`config.mk`:
```
export PLATFORM = sky130hd
export DESIGN_NAME = totient_range_sum_top_flat
export DESIGN_NICKNAME = d
export VERILOG_FILES = /design/src/rtl/core/tsr_pkg.sv /design/src/rtl/core/tsr_if.sv /design/src/rtl/core/tsr_div.sv /design/src/rtl/core/totient_range_sum_top.sv /design/src/flat_wrapper.sv
export SDC_FILE = /design/constraint.sdc
export NUM_CORES = 1
export LEC_CHECK = 0
export BUFFER_PORTS_ARGS = -buffer_cell sky130_fd_sc_hd__buf_4
export CAP_MARGIN = 25
export CORE_MARGIN = 8
export CORE_UTILIZATION = 55
export DETAILED_ROUTE_END_ITERATION = 7
export PLACE_DENSITY = 0.69
export SLEW_MARGIN = 20
export SYNTH_ARGS = -nofsm -noshare
export SYNTH_HDL_FRONTEND = slang
export SYNTH_SLANG_ARGS = --single-unit
```
`constraint.sdc`:
```
create_clock -name clock -period 8.8 [get_ports clock]
set_input_delay 1.76 -clock clock [delete_from_list [all_inputs] [get_ports clock]]
set_output_delay 1.76 -clock clock [all_outputs]
set_load 0.02 [all_outputs]
```
`src/rtl/core/tsr_pkg.sv`:
```
// tsr_pkg: types, microcode program and step addresses for the totient range sum block.
// No dependencies. Used by totient_range_sum_top.
package tsr_pkg;

   localparam int PC_BITS = 5;

   // datapath operations, one per control word
   typedef enum logic [3:0] {
      OP_NOP,
      OP_LOAD_N,   // m = n, r = n, p = 2
      OP_SQUARE,   // pp = p * p
      OP_DIV_MP,   // start m / p
      OP_DIV_RP,   // start r / p
      OP_DIV_RM,   // start r / m
      OP_TAKE_Q,   // m = quotient
      OP_SUB_Q,    // r = r - quotient
      OP_INC_P,
      OP_ACC,      // sum += r
      OP_INC_N,
      OP_FINISH    // load result word, go idle
   } op_type;

   // jump conditions
   typedef enum logic [3:0] {
      C_NONE,
      C_ALWAYS,
      C_EMPTY,     // n > hi
      C_N_LT2,
      C_PP_GT_M,
      C_REM_NZ,
      C_REM_Z,
      C_DIV_BUSY,
      C_M_LE1,
      C_N_EQ_HI,
      C_OUT_FULL
   } cond_type;

   typedef struct packed {
      op_type               op;
      cond_type             cond;
      logic [PC_BITS-1:0]   target;
   } ucode_type;

   localparam logic [PC_BITS-1:0] A_START  = 5'd0;
   localparam logic [PC_BITS-1:0] A_NEW_N  = 5'd1;
   localparam logic [PC_BITS-1:0] A_SQ     = 5'd2;
   localparam logic [PC_BITS-1:0] A_W1     = 5'd5;
   localparam logic [PC_BITS-1:0] A_STRIP  = 5'd7;
   localparam logic [PC_BITS-1:0] A_W2     = 5'd9;
   localparam logic [PC_BITS-1:0] A_W3     = 5'd12;
   localparam logic [PC_BITS-1:0] A_INC    = 5'd14;
   localparam logic [PC_BITS-1:0] A_TAIL   = 5'd15;
   localparam logic [PC_BITS-1:0] A_W4     = 5'd17;
   localparam logic [PC_BITS-1:0] A_ADD    = 5'd19;
   localparam logic [PC_BITS-1:0] A_NEXT   = 5'd20;
   localparam logic [PC_BITS-1:0] A_FIN    = 5'd22;
   localparam logic [PC_BITS-1:0] A_LAST   = 5'd23;

   // Trial division: strip each factor p of m and scale r by (1 - 1/p),
   // then handle a leftover prime m > 1.
   function automatic ucode_type ucode_rom(input logic [PC_BITS-1:0] pc);
      ucode_type w;
      case (pc)
         5'd0:    w = '{OP_NOP,     C_EMPTY,    A_FIN};
         5'd1:    w = '{OP_LOAD_N,  C_N_LT2,    A_NEXT};
         5'd2:    w = '{OP_SQUARE,  C_NONE,     A_START};
         5'd3:    w = '{OP_NOP,     C_PP_GT_M,  A_TAIL};
         5'd4:    w = '{OP_DIV_MP,  C_NONE,     A_START};
         5'd5:    w = '{OP_NOP,     C_DIV_BUSY, A_W1};
         5'd6:    w = '{OP_NOP,     C_REM_NZ,   A_INC};
         5'd7:    w = '{OP_TAKE_Q,  C_NONE,     A_START};
         5'd8:    w = '{OP_DIV_MP,  C_NONE,     A_START};
         5'd9:    w = '{OP_NOP,     C_DIV_BUSY, A_W2};
         5'd10:   w = '{OP_NOP,     C_REM_Z,    A_STRIP};
         5'd11:   w = '{OP_DIV_RP,  C_NONE,     A_START};
         5'd12:   w = '{OP_NOP,     C_DIV_BUSY, A_W3};
         5'd13:   w = '{OP_SUB_Q,   C_NONE,     A_START};
         5'd14:   w = '{OP_INC_P,   C_ALWAYS,   A_SQ};
         5'd15:   w = '{OP_NOP,     C_M_LE1,    A_ADD};
         5'd16:   w = '{OP_DIV_RM,  C_NONE,     A_START};
         5'd17:   w = '{OP_NOP,     C_DIV_BUSY, A_W4};
         5'd18:   w = '{OP_SUB_Q,   C_NONE,     A_START};
         5'd19:   w = '{OP_ACC,     C_NONE,     A_START};
         5'd20:   w = '{OP_NOP,     C_N_EQ_HI,  A_FIN};
         5'd21:   w = '{OP_INC_N,   C_ALWAYS,   A_NEW_N};
         5'd22:   w = '{OP_NOP,     C_OUT_FULL, A_FIN};
         5'd23:   w = '{OP_FINISH,  C_NONE,     A_START};
         default: w = '{OP_FINISH,  C_NONE,     A_START};
      endcase
      return w;
   endfunction

endpackage

```
`src/rtl/core/tsr_if.sv`:
```
// tsr_if: valid/ready channel interfaces for range requests and sum responses.
// No dependencies.
interface tsr_req_if #(parameter int VALUE_BITS = 16);
   logic                  valid;
   logic                  ready;
   logic [VALUE_BITS-1:0] range_low;
   logic [VALUE_BITS-1:0] range_high;

   modport source (output valid, output range_low, output range_high, input ready);
   modport sink   (input valid, input range_low, input range_high, output ready);
endinterface

interface tsr_rsp_if #(parameter int SUM_BITS = 32);
   logic                valid;
   logic                ready;
   logic [SUM_BITS-1:0] totient_sum;

   modport source (output valid, output totient_sum, input ready);
   modport sink   (input valid, input totient_sum, output ready);
endinterface

```
`src/rtl/core/tsr_div.sv`:
```
// tsr_div: restoring divider, one quotient bit per cycle.
// No dependencies. Used by totient_range_sum_top.
module tsr_div #(
   parameter int W = 16
) (
   input  logic         clock,
   input  logic         reset,
   input  logic         start,
   input  logic [W-1:0] dividend,
   input  logic [W-1:0] divisor,
   output logic         busy,
   output logic [W-1:0] quotient,
   output logic [W-1:0] remainder
);

   localparam int CW = $clog2(W + 1);

   logic          busy_ff, busy_in;
   logic [CW-1:0] cnt_ff, cnt_in;
   logic [W-1:0]  quo_ff, quo_in;
   logic [W-1:0]  rem_ff, rem_in;
   logic [W-1:0]  dvs_ff, dvs_in;
   logic [W:0]    shifted;
   logic [W:0]    diff;

   assign shifted = {rem_ff, quo_ff[W-1]};
   assign diff    = shifted - {1'b0, dvs_ff};

   always_comb begin
      busy_in = busy_ff;
      cnt_in  = cnt_ff;
      quo_in  = quo_ff;
      rem_in  = rem_ff;
      dvs_in  = dvs_ff;
      if (start) begin
         busy_in = 1'b1;
         cnt_in  = CW'(W);
         quo_in  = dividend;
         rem_in  = '0;
         dvs_in  = divisor;
      end else if (busy_ff) begin
         if (!diff[W]) begin
            rem_in = diff[W-1:0];
            quo_in = {quo_ff[W-2:0], 1'b1};
         end else begin
            rem_in = shifted[W-1:0];
            quo_in = {quo_ff[W-2:0], 1'b0};
         end
         cnt_in = cnt_ff - 1'b1;
         if (cnt_ff == CW'(1)) begin
            busy_in = 1'b0;
         end
      end
   end

   always_ff @(posedge clock) begin
      if (reset) begin
         busy_ff <= 1'b0;
         cnt_ff  <= '0;
      end else begin
         busy_ff <= busy_in;
         cnt_ff  <= cnt_in;
      end
      quo_ff <= quo_in;
      rem_ff <= rem_in;
      dvs_ff <= dvs_in;
   end

   assign busy      = busy_ff;
   assign quotient  = quo_ff;
   assign remainder = rem_ff;

endmodule

```
`src/rtl/core/totient_range_sum_top.sv`:
```
// totient_range_sum_top: sums coprime counts over n in [range_low, range_high].
// Per n >= 2: trial divisors p run while p*p <= m; each factor p is divided out of m, however
// often it occurs, and r is scaled by (1 - 1/p); a leftover prime m > 1 scales r once more.
// n below 2 adds nothing. Finish waits while an earlier word is untaken; an empty range gives a zero word.
// One range at a time: next range accepted the cycle after the word loads. Uses tsr_pkg, tsr_div.
// Reset (synchronous, active high) returns the sequencer to idle with no result pending.
module totient_range_sum_top
   import tsr_pkg::*;
#(
   parameter int VALUE_BITS = 16,
   parameter int SUM_BITS   = 32
) (
   input  logic       clock,
   input  logic       reset,
   tsr_req_if.sink    req_chan,
   tsr_rsp_if.source  rsp_chan
);

   localparam int VB = VALUE_BITS;
   localparam int SB = SUM_BITS;

   logic                run_ff, run_in;
   logic [PC_BITS-1:0]  pc_ff, pc_in;
   logic                rsp_valid_ff, rsp_valid_in;
   logic [SB-1:0]       rsp_data_ff, rsp_data_in;

   logic [VB-1:0]       n_ff, n_in;
   logic [VB-1:0]       hi_ff, hi_in;
   logic [VB-1:0]       m_ff, m_in;
   logic [VB-1:0]       r_ff, r_in;
   logic [VB-1:0]       p_ff, p_in;
   logic [2*VB-1:0]     pp_ff, pp_in;
   logic [SB-1:0]       sum_ff, sum_in;

   ucode_type           uw;
   logic                req_fire;
   logic                jump;
   logic                out_full;

   logic                div_start;
   logic [VB-1:0]       div_a;
   logic [VB-1:0]       div_b;
   logic                div_busy;
   logic [VB-1:0]       div_q;
   logic [VB-1:0]       div_r;

   assign uw       = ucode_rom(pc_ff);
   assign req_fire = req_chan.valid && req_chan.ready;
   assign out_full = rsp_valid_ff && !rsp_chan.ready;

   assign req_chan.ready      = !run_ff;
   assign rsp_chan.valid      = rsp_valid_ff;
   assign rsp_chan.totient_sum = rsp_data_ff;

   tsr_div #(.W(VB)) u_div (
      .clock     (clock),
      .reset     (reset),
      .start     (div_start),
      .dividend  (div_a),
      .divisor   (div_b),
      .busy      (div_busy),
      .quotient  (div_q),
      .remainder (div_r)
   );

   // jump condition
   always_comb begin
      case (uw.cond)
         C_NONE:     jump = 1'b0;
         C_ALWAYS:   jump = 1'b1;
         C_EMPTY:    jump = (n_ff > hi_ff);
         C_N_LT2:    jump = (n_ff < VB'(2));
         C_PP_GT_M:  jump = (pp_ff > {{VB{1'b0}}, m_ff});
         C_REM_NZ:   jump = (div_r != '0);
         C_REM_Z:    jump = (div_r == '0);
         C_DIV_BUSY: jump = div_busy;
         C_M_LE1:    jump = (m_ff < VB'(2));
         C_N_EQ_HI:  jump = (n_ff == hi_ff);
         C_OUT_FULL: jump = out_full;
         default:    jump = 1'b0;
      endcase
   end

   // divider operand select
   always_comb begin
      div_start = run_ff && (uw.op == OP_DIV_MP || uw.op == OP_DIV_RP || uw.op == OP_DIV_RM);
      case (uw.op)
         OP_DIV_MP: begin div_a = m_ff; div_b = p_ff; end
         OP_DIV_RP: begin div_a = r_ff; div_b = p_ff; end
         OP_DIV_RM: begin div_a = r_ff; div_b = m_ff; end
         default:   begin div_a = m_ff; div_b = p_ff; end
      endcase
   end

   // sequencer and datapath next values
   always_comb begin
      run_in       = run_ff;
      pc_in        = pc_ff;
      rsp_valid_in = rsp_valid_ff && !rsp_chan.ready;
      rsp_data_in  = rsp_data_ff;
      n_in         = n_ff;
      hi_in        = hi_ff;
      m_in         = m_ff;
      r_in         = r_ff;
      p_in         = p_ff;
      pp_in        = pp_ff;
      sum_in       = sum_ff;

      if (req_fire) begin
         run_in = 1'b1;
         pc_in  = A_START;
         n_in   = req_chan.range_low;
         hi_in  = req_chan.range_high;
         sum_in = '0;
      end else if (run_ff) begin
         pc_in = jump ? uw.target : pc_ff + 1'b1;
         case (uw.op)
            OP_LOAD_N: begin
               m_in = n_ff;
               r_in = n_ff;
               p_in = VB'(2);
            end
            OP_SQUARE: pp_in  = p_ff * p_ff;
            OP_TAKE_Q: m_in   = div_q;
            OP_SUB_Q:  r_in   = r_ff - div_q;
            OP_INC_P:  p_in   = p_ff + 1'b1;
            OP_ACC:    sum_in = sum_ff + SB'(r_ff);
            OP_INC_N:  n_in   = n_ff + 1'b1;
            OP_FINISH: begin
               rsp_valid_in = 1'b1;
               rsp_data_in  = sum_ff;
               run_in       = 1'b0;
               pc_in        = A_START;
            end
            default: ;
         endcase
      end
   end

   always_ff @(posedge clock) begin
      if (reset) begin
         run_ff       <= 1'b0;
         pc_ff        <= A_START;
         rsp_valid_ff <= 1'b0;
      end else begin
         run_ff       <= run_in;
         pc_ff        <= pc_in;
         rsp_valid_ff <= rsp_valid_in;
      end
      rsp_data_ff <= rsp_data_in;
      n_ff        <= n_in;
      hi_ff       <= hi_in;
      m_ff        <= m_in;
      r_ff        <= r_in;
      p_ff        <= p_in;
      pp_ff       <= pp_in;
      sum_ff      <= sum_in;
   end

   // a result word appears only from the finish step
   a_rsp_from_finish: assert property (@(posedge clock) disable iff (reset)
      $rose(rsp_valid_ff) |-> $past(run_ff && uw.op == OP_FINISH))
      else $error("response raised outside finish step");

   // the divider is never restarted mid-divide
   a_div_idle_start: assert property (@(posedge clock) disable iff (reset)
      div_start |-> !div_busy)
      else $error("divider started while busy");

   // finish never overwrites an untaken word
   a_no_overwrite: assert property (@(posedge clock) disable iff (reset)
      (run_ff && uw.op == OP_FINISH) |-> !out_full)
      else $error("result overwritten");

   // the program counter stays inside the program
   a_pc_range: assert property (@(posedge clock) disable iff (reset)
      run_ff |-> (pc_ff <= A_LAST))
      else $error("program counter out of range");

endmodule
```
`src/flat_wrapper.sv`:
```
// flat-port wrapper written by rule: the top's interface ports become plain ports
module totient_range_sum_top_flat import tsr_pkg::*;
#(
   parameter int VALUE_BITS = 16,
   parameter int SUM_BITS   = 32
)
  (clock, reset, req_chan_valid, req_chan_range_low, req_chan_range_high, req_chan_ready, rsp_chan_valid, rsp_chan_totient_sum, rsp_chan_ready);
  tsr_req_if #(.VALUE_BITS(VALUE_BITS)) req_chan_i ();
  tsr_rsp_if #(.SUM_BITS(SUM_BITS)) rsp_chan_i ();
  input  logic clock;
  input  logic reset;
  input wire logic [$bits(req_chan_i.valid)-1:0] req_chan_valid;
  input wire logic [$bits(req_chan_i.range_low)-1:0] req_chan_range_low;
  input wire logic [$bits(req_chan_i.range_high)-1:0] req_chan_range_high;
  output wire logic [$bits(req_chan_i.ready)-1:0] req_chan_ready;
  output wire logic [$bits(rsp_chan_i.valid)-1:0] rsp_chan_valid;
  output wire logic [$bits(rsp_chan_i.totient_sum)-1:0] rsp_chan_totient_sum;
  input wire logic [$bits(rsp_chan_i.ready)-1:0] rsp_chan_ready;
  assign req_chan_i.valid = req_chan_valid;
  assign req_chan_i.range_low = req_chan_range_low;
  assign req_chan_i.range_high = req_chan_range_high;
  assign req_chan_ready = req_chan_i.ready;
  assign rsp_chan_valid = rsp_chan_i.valid;
  assign rsp_chan_totient_sum = rsp_chan_i.totient_sum;
  assign rsp_chan_i.ready = rsp_chan_ready;
  totient_range_sum_top #(.VALUE_BITS(VALUE_BITS), .SUM_BITS(SUM_BITS)) u_core (.clock(clock), .reset(reset), .req_chan(req_chan_i), .rsp_chan(rsp_chan_i));
endmodule
```
==> impl_metrics.toml <==
[routing]
drc = 0
vias = 15200
drt_iter0_markers = 1031
via_per_inst = 5.59
firstDrtPassIters = 5
wl_mm = 47.7
ant_nets = 0
route.detailed.wl_per_inst_um = 17.5

[sta]
period_minus_slack_ps = 7530
post-route-period-util = 0.855
worst_slew_pin_slew_ps = 1050
hold_viol = 0
fin_setup_tns_ps = 0
whs_ps = 477
max_freq_ghz = 0.133
rsz0062_at_grt = "no"
timing.slew.headroom = 0.296
skew_ps = 44.2
slew_viol_final = 0
setup-violations-final = 0

[worst_setup_path]
critPathArrivalTime_ps = 7820
endpoint = "u_core.pp_ff[30]"
crit_family = "adder cells"
path_class = "reg2reg"
cp.depth = 23
crit_slowest_cell = "edfxtp_1"
startpoint = "u_core.p_ff[6]"
worst-path-buf-inv = 6
critical_path.cell_chain = "and2_1, inv_1, fa_1, inv_1, fa_1, inv_1, fa_1, inv_1, fa_1, fa_1, inv_1, fa_1, inv_1, ha_1, and3_1, and3_1, a221oi_1, o211ai_1, a41o_1, a2111o_1, a31o_2, a21oi_1, xnor2_1"
reg2reg_depth = 23
rr_startpoint = "u_core.p_ff[6]"
r2r_setup_slack_ps = 1270
cpPeakStageDelay_ps = 840
start_kind = "flip-flop"
required_ps = 9100
timing.rr.end = "u_core.pp_ff[30]"
path_max_fanout = 19
end_kind = "flip-flop"

[floorplan]
die_area_um2 = 44500
die_width_um = 211
coreArea_um2 = 37600
start_util = 0.556
io_pins = 70
die_y_um = 211
fp-row-count = 71

[cts]
clk_pin_slew_worst_paths_ps = 60
cts_inserted_buffers = 28
cts-resized-gates = 0
cts_root_buf = "clkbuf_16"
cts_num_sinks = 249
clock_latency_ps = 590
clockBufferDepth = 3
ctsHoldBuffers = 0
post_cts_buffers = 0
cts_tree = "built"
htree_levels = 1

[final_layout]
mostFrequentLayoutCells = "361 x inv_1, 208 x nand2_1, 188 x ha_1, 175 x edfxtp_1, 168 x fa_1"
fin_nets = 2585
fin_area_um2 = 22800
seq_area_um2 = 6740
mostFrequentLayoutCell = "inv_1"
antenna_cells = 0
syn2layout_area_growth_pct = 9.08
layout-drive-gt1-share = 0.0831
fill_cells = 3151
multiInputGateArea_um2 = 12500
final_cells = 2726

[yosys]
yosysTopAreaCell = "edfxtp_1"
synthesis.area_um2 = 20900
synthCells = 2160
postSynth.asyncResetShare = 0
yosys_most_used_dff = "edfxtp_1"
avgSynthCellArea_um2 = 9.68
netlist_top_cells_area = "edfxtp_1 25%, fa_1 16%, ha_1 11%"
synth-edff-count = 175
synth_top_cell_area_share = 0.251
synth_fp_nets = 2552
ys_types = 87
seq_area_frac_synth = 0.322
synth_seq_cells = 249
yosys_warnings = 0

[pwr]
p_sw_mw = 3.25
seq_power_share = 0.224
leakagePower_nw = 10.2
power_frac_comb = 0.622
internal_power_mw = 4.35
powerDensity_nw_per_um2 = 333
p_sw_frac = 0.427
max-vdd-ir-drop_mv = 0.925
clkPwrFrac = 0.154
totalPowerFinal_mw = 7.60

[grt]
overflow = 0
first_global_vias = 15200
groute.usage.overall = 0.217
grt_max_degree = 74
grt_antenna_before_repair = 0
grt_pass1_wl_mm = 78.3

[place]
dp_hpwl_mm = 37.1
dp_cells = 2673
gp_congestion = 0.918
port_buffers = 69
place_area_um2 = 21900

[flow_run]
cap_violations = 0

[min_path]
min_path_type = "reg2reg"

[outcome]
status = "finished clean"
## worst min-delay path by stage
stage          depth (start not counted)  slack (ps)                         endpoint         startpoint
6_report                               0         480  u_core.rsp_chan.totient_sum[15]  u_core.sum_ff[15]
5_1_grt                                0         480  u_core.rsp_chan.totient_sum[31]  u_core.sum_ff[31]
4_1_cts                                0         470  u_core.rsp_chan.totient_sum[10]  u_core.sum_ff[10]
3_5_place_dp                           0         450  u_core.rsp_chan.totient_sum[31]  u_core.sum_ff[31]
3_3_place_gp                           0         440  u_core.rsp_chan.totient_sum[31]  u_core.sum_ff[31]
2_1_floorplan                          0         420  u_core.rsp_chan.totient_sum[31]  u_core.sum_ff[31]
## sequential cells by signal (all words and copies together), names as in the netlist, 13 cells and up
register,flops
u_core.uw,13
u_core.n_ff,16
u_core.pp_ff,31
u_core.m_ff,16
u_core.u_div.remainder,16
u_core.u_div.quotient,16
u_core.sum_ff,32
u_core.hi_ff,16
u_core.p_ff,16
u_core.u_div.dvs_ff,16
u_core.r_ff,16
u_core.rsp_chan.totient_sum,32
## power by group through the flow
stage                     Combinational [mW]  Clock, mW  Sequential, mW
after detailed placement                4.76          0            1.72
after CTS                               4.79       1.19            1.70
after global routing                    5.35       1.23            1.71
final                                   4.72       1.17            1.70
after floorplan                         3.64          0            1.67
after global placement                  4.63          0            1.72
## logic make-up after synthesis
group / synth area share
buffers and inverters: 0.0816
AND/OR/NAND/NOR: 0.140
AO/OA/AOI/OAI: 0.105
multiplexers: 0.0304
adder cells (fa/ha/maj): 0.273
flip-flops: 0.322
XOR/XNOR: 0.0478
## layout make-up
type	instances	share of cell area
inverters	366	0.0602
clock inverters	14	0.00658
flip-flops and latches	249	0.295
well taps	511	0.0280
multi-input cells	1467	0.549
repair buffers	81	0.0269
clock buffers	38	0.0341
## layer usage
layer  track usage  share of wire  routed length, µm
met5             0              0                  0
met3        0.0312          0.058               2770
met2         0.368           0.48              22900
met4        0.0603          0.027               1300
met1         0.289           0.43              20800
## Yosys cell counts (4+ instances only)
library cell,count
o211ai_1,11
and3_1,26
a221oi_1,4
nor3_1,32
and2_1,45
nand3_1,50
nor2_1,139
nor4_1,18
o21ai_1,5
a21oi_1,82
or2_2,8
nand2b_1,18
nand2_1,208
clkbuf_1,63
mux2i_1,35
buf_2,5
a21o_1,24
inv_1,362
dfxtp_1,74
nand4_1,17
a32oi_1,4
a211oi_1,28
or3_1,13
buf_1,5
a21boi_0,5
mux2_2,24
xor2_1,41
o31ai_1,11
ha_1,188
o21ai_0,68
o21a_1,6
xnor2_1,70
buf_6,4
nor2b_1,14
fa_1,168
o22ai_1,7
a31oi_1,15
nor3b_1,4
a2111oi_0,9
and4_1,4
edfxtp_1,175
## metrics by stage
step | util | setup slack [ps]
after floorplan | - | 2000
after global placement | 0.582 | 1400
after detailed placement | 0.582 | 1350
after CTS | 0.607 | 1330
after global routing | 0.607 | 927
final | 0.607 | 1270
(Power assumes the default switching activity.)
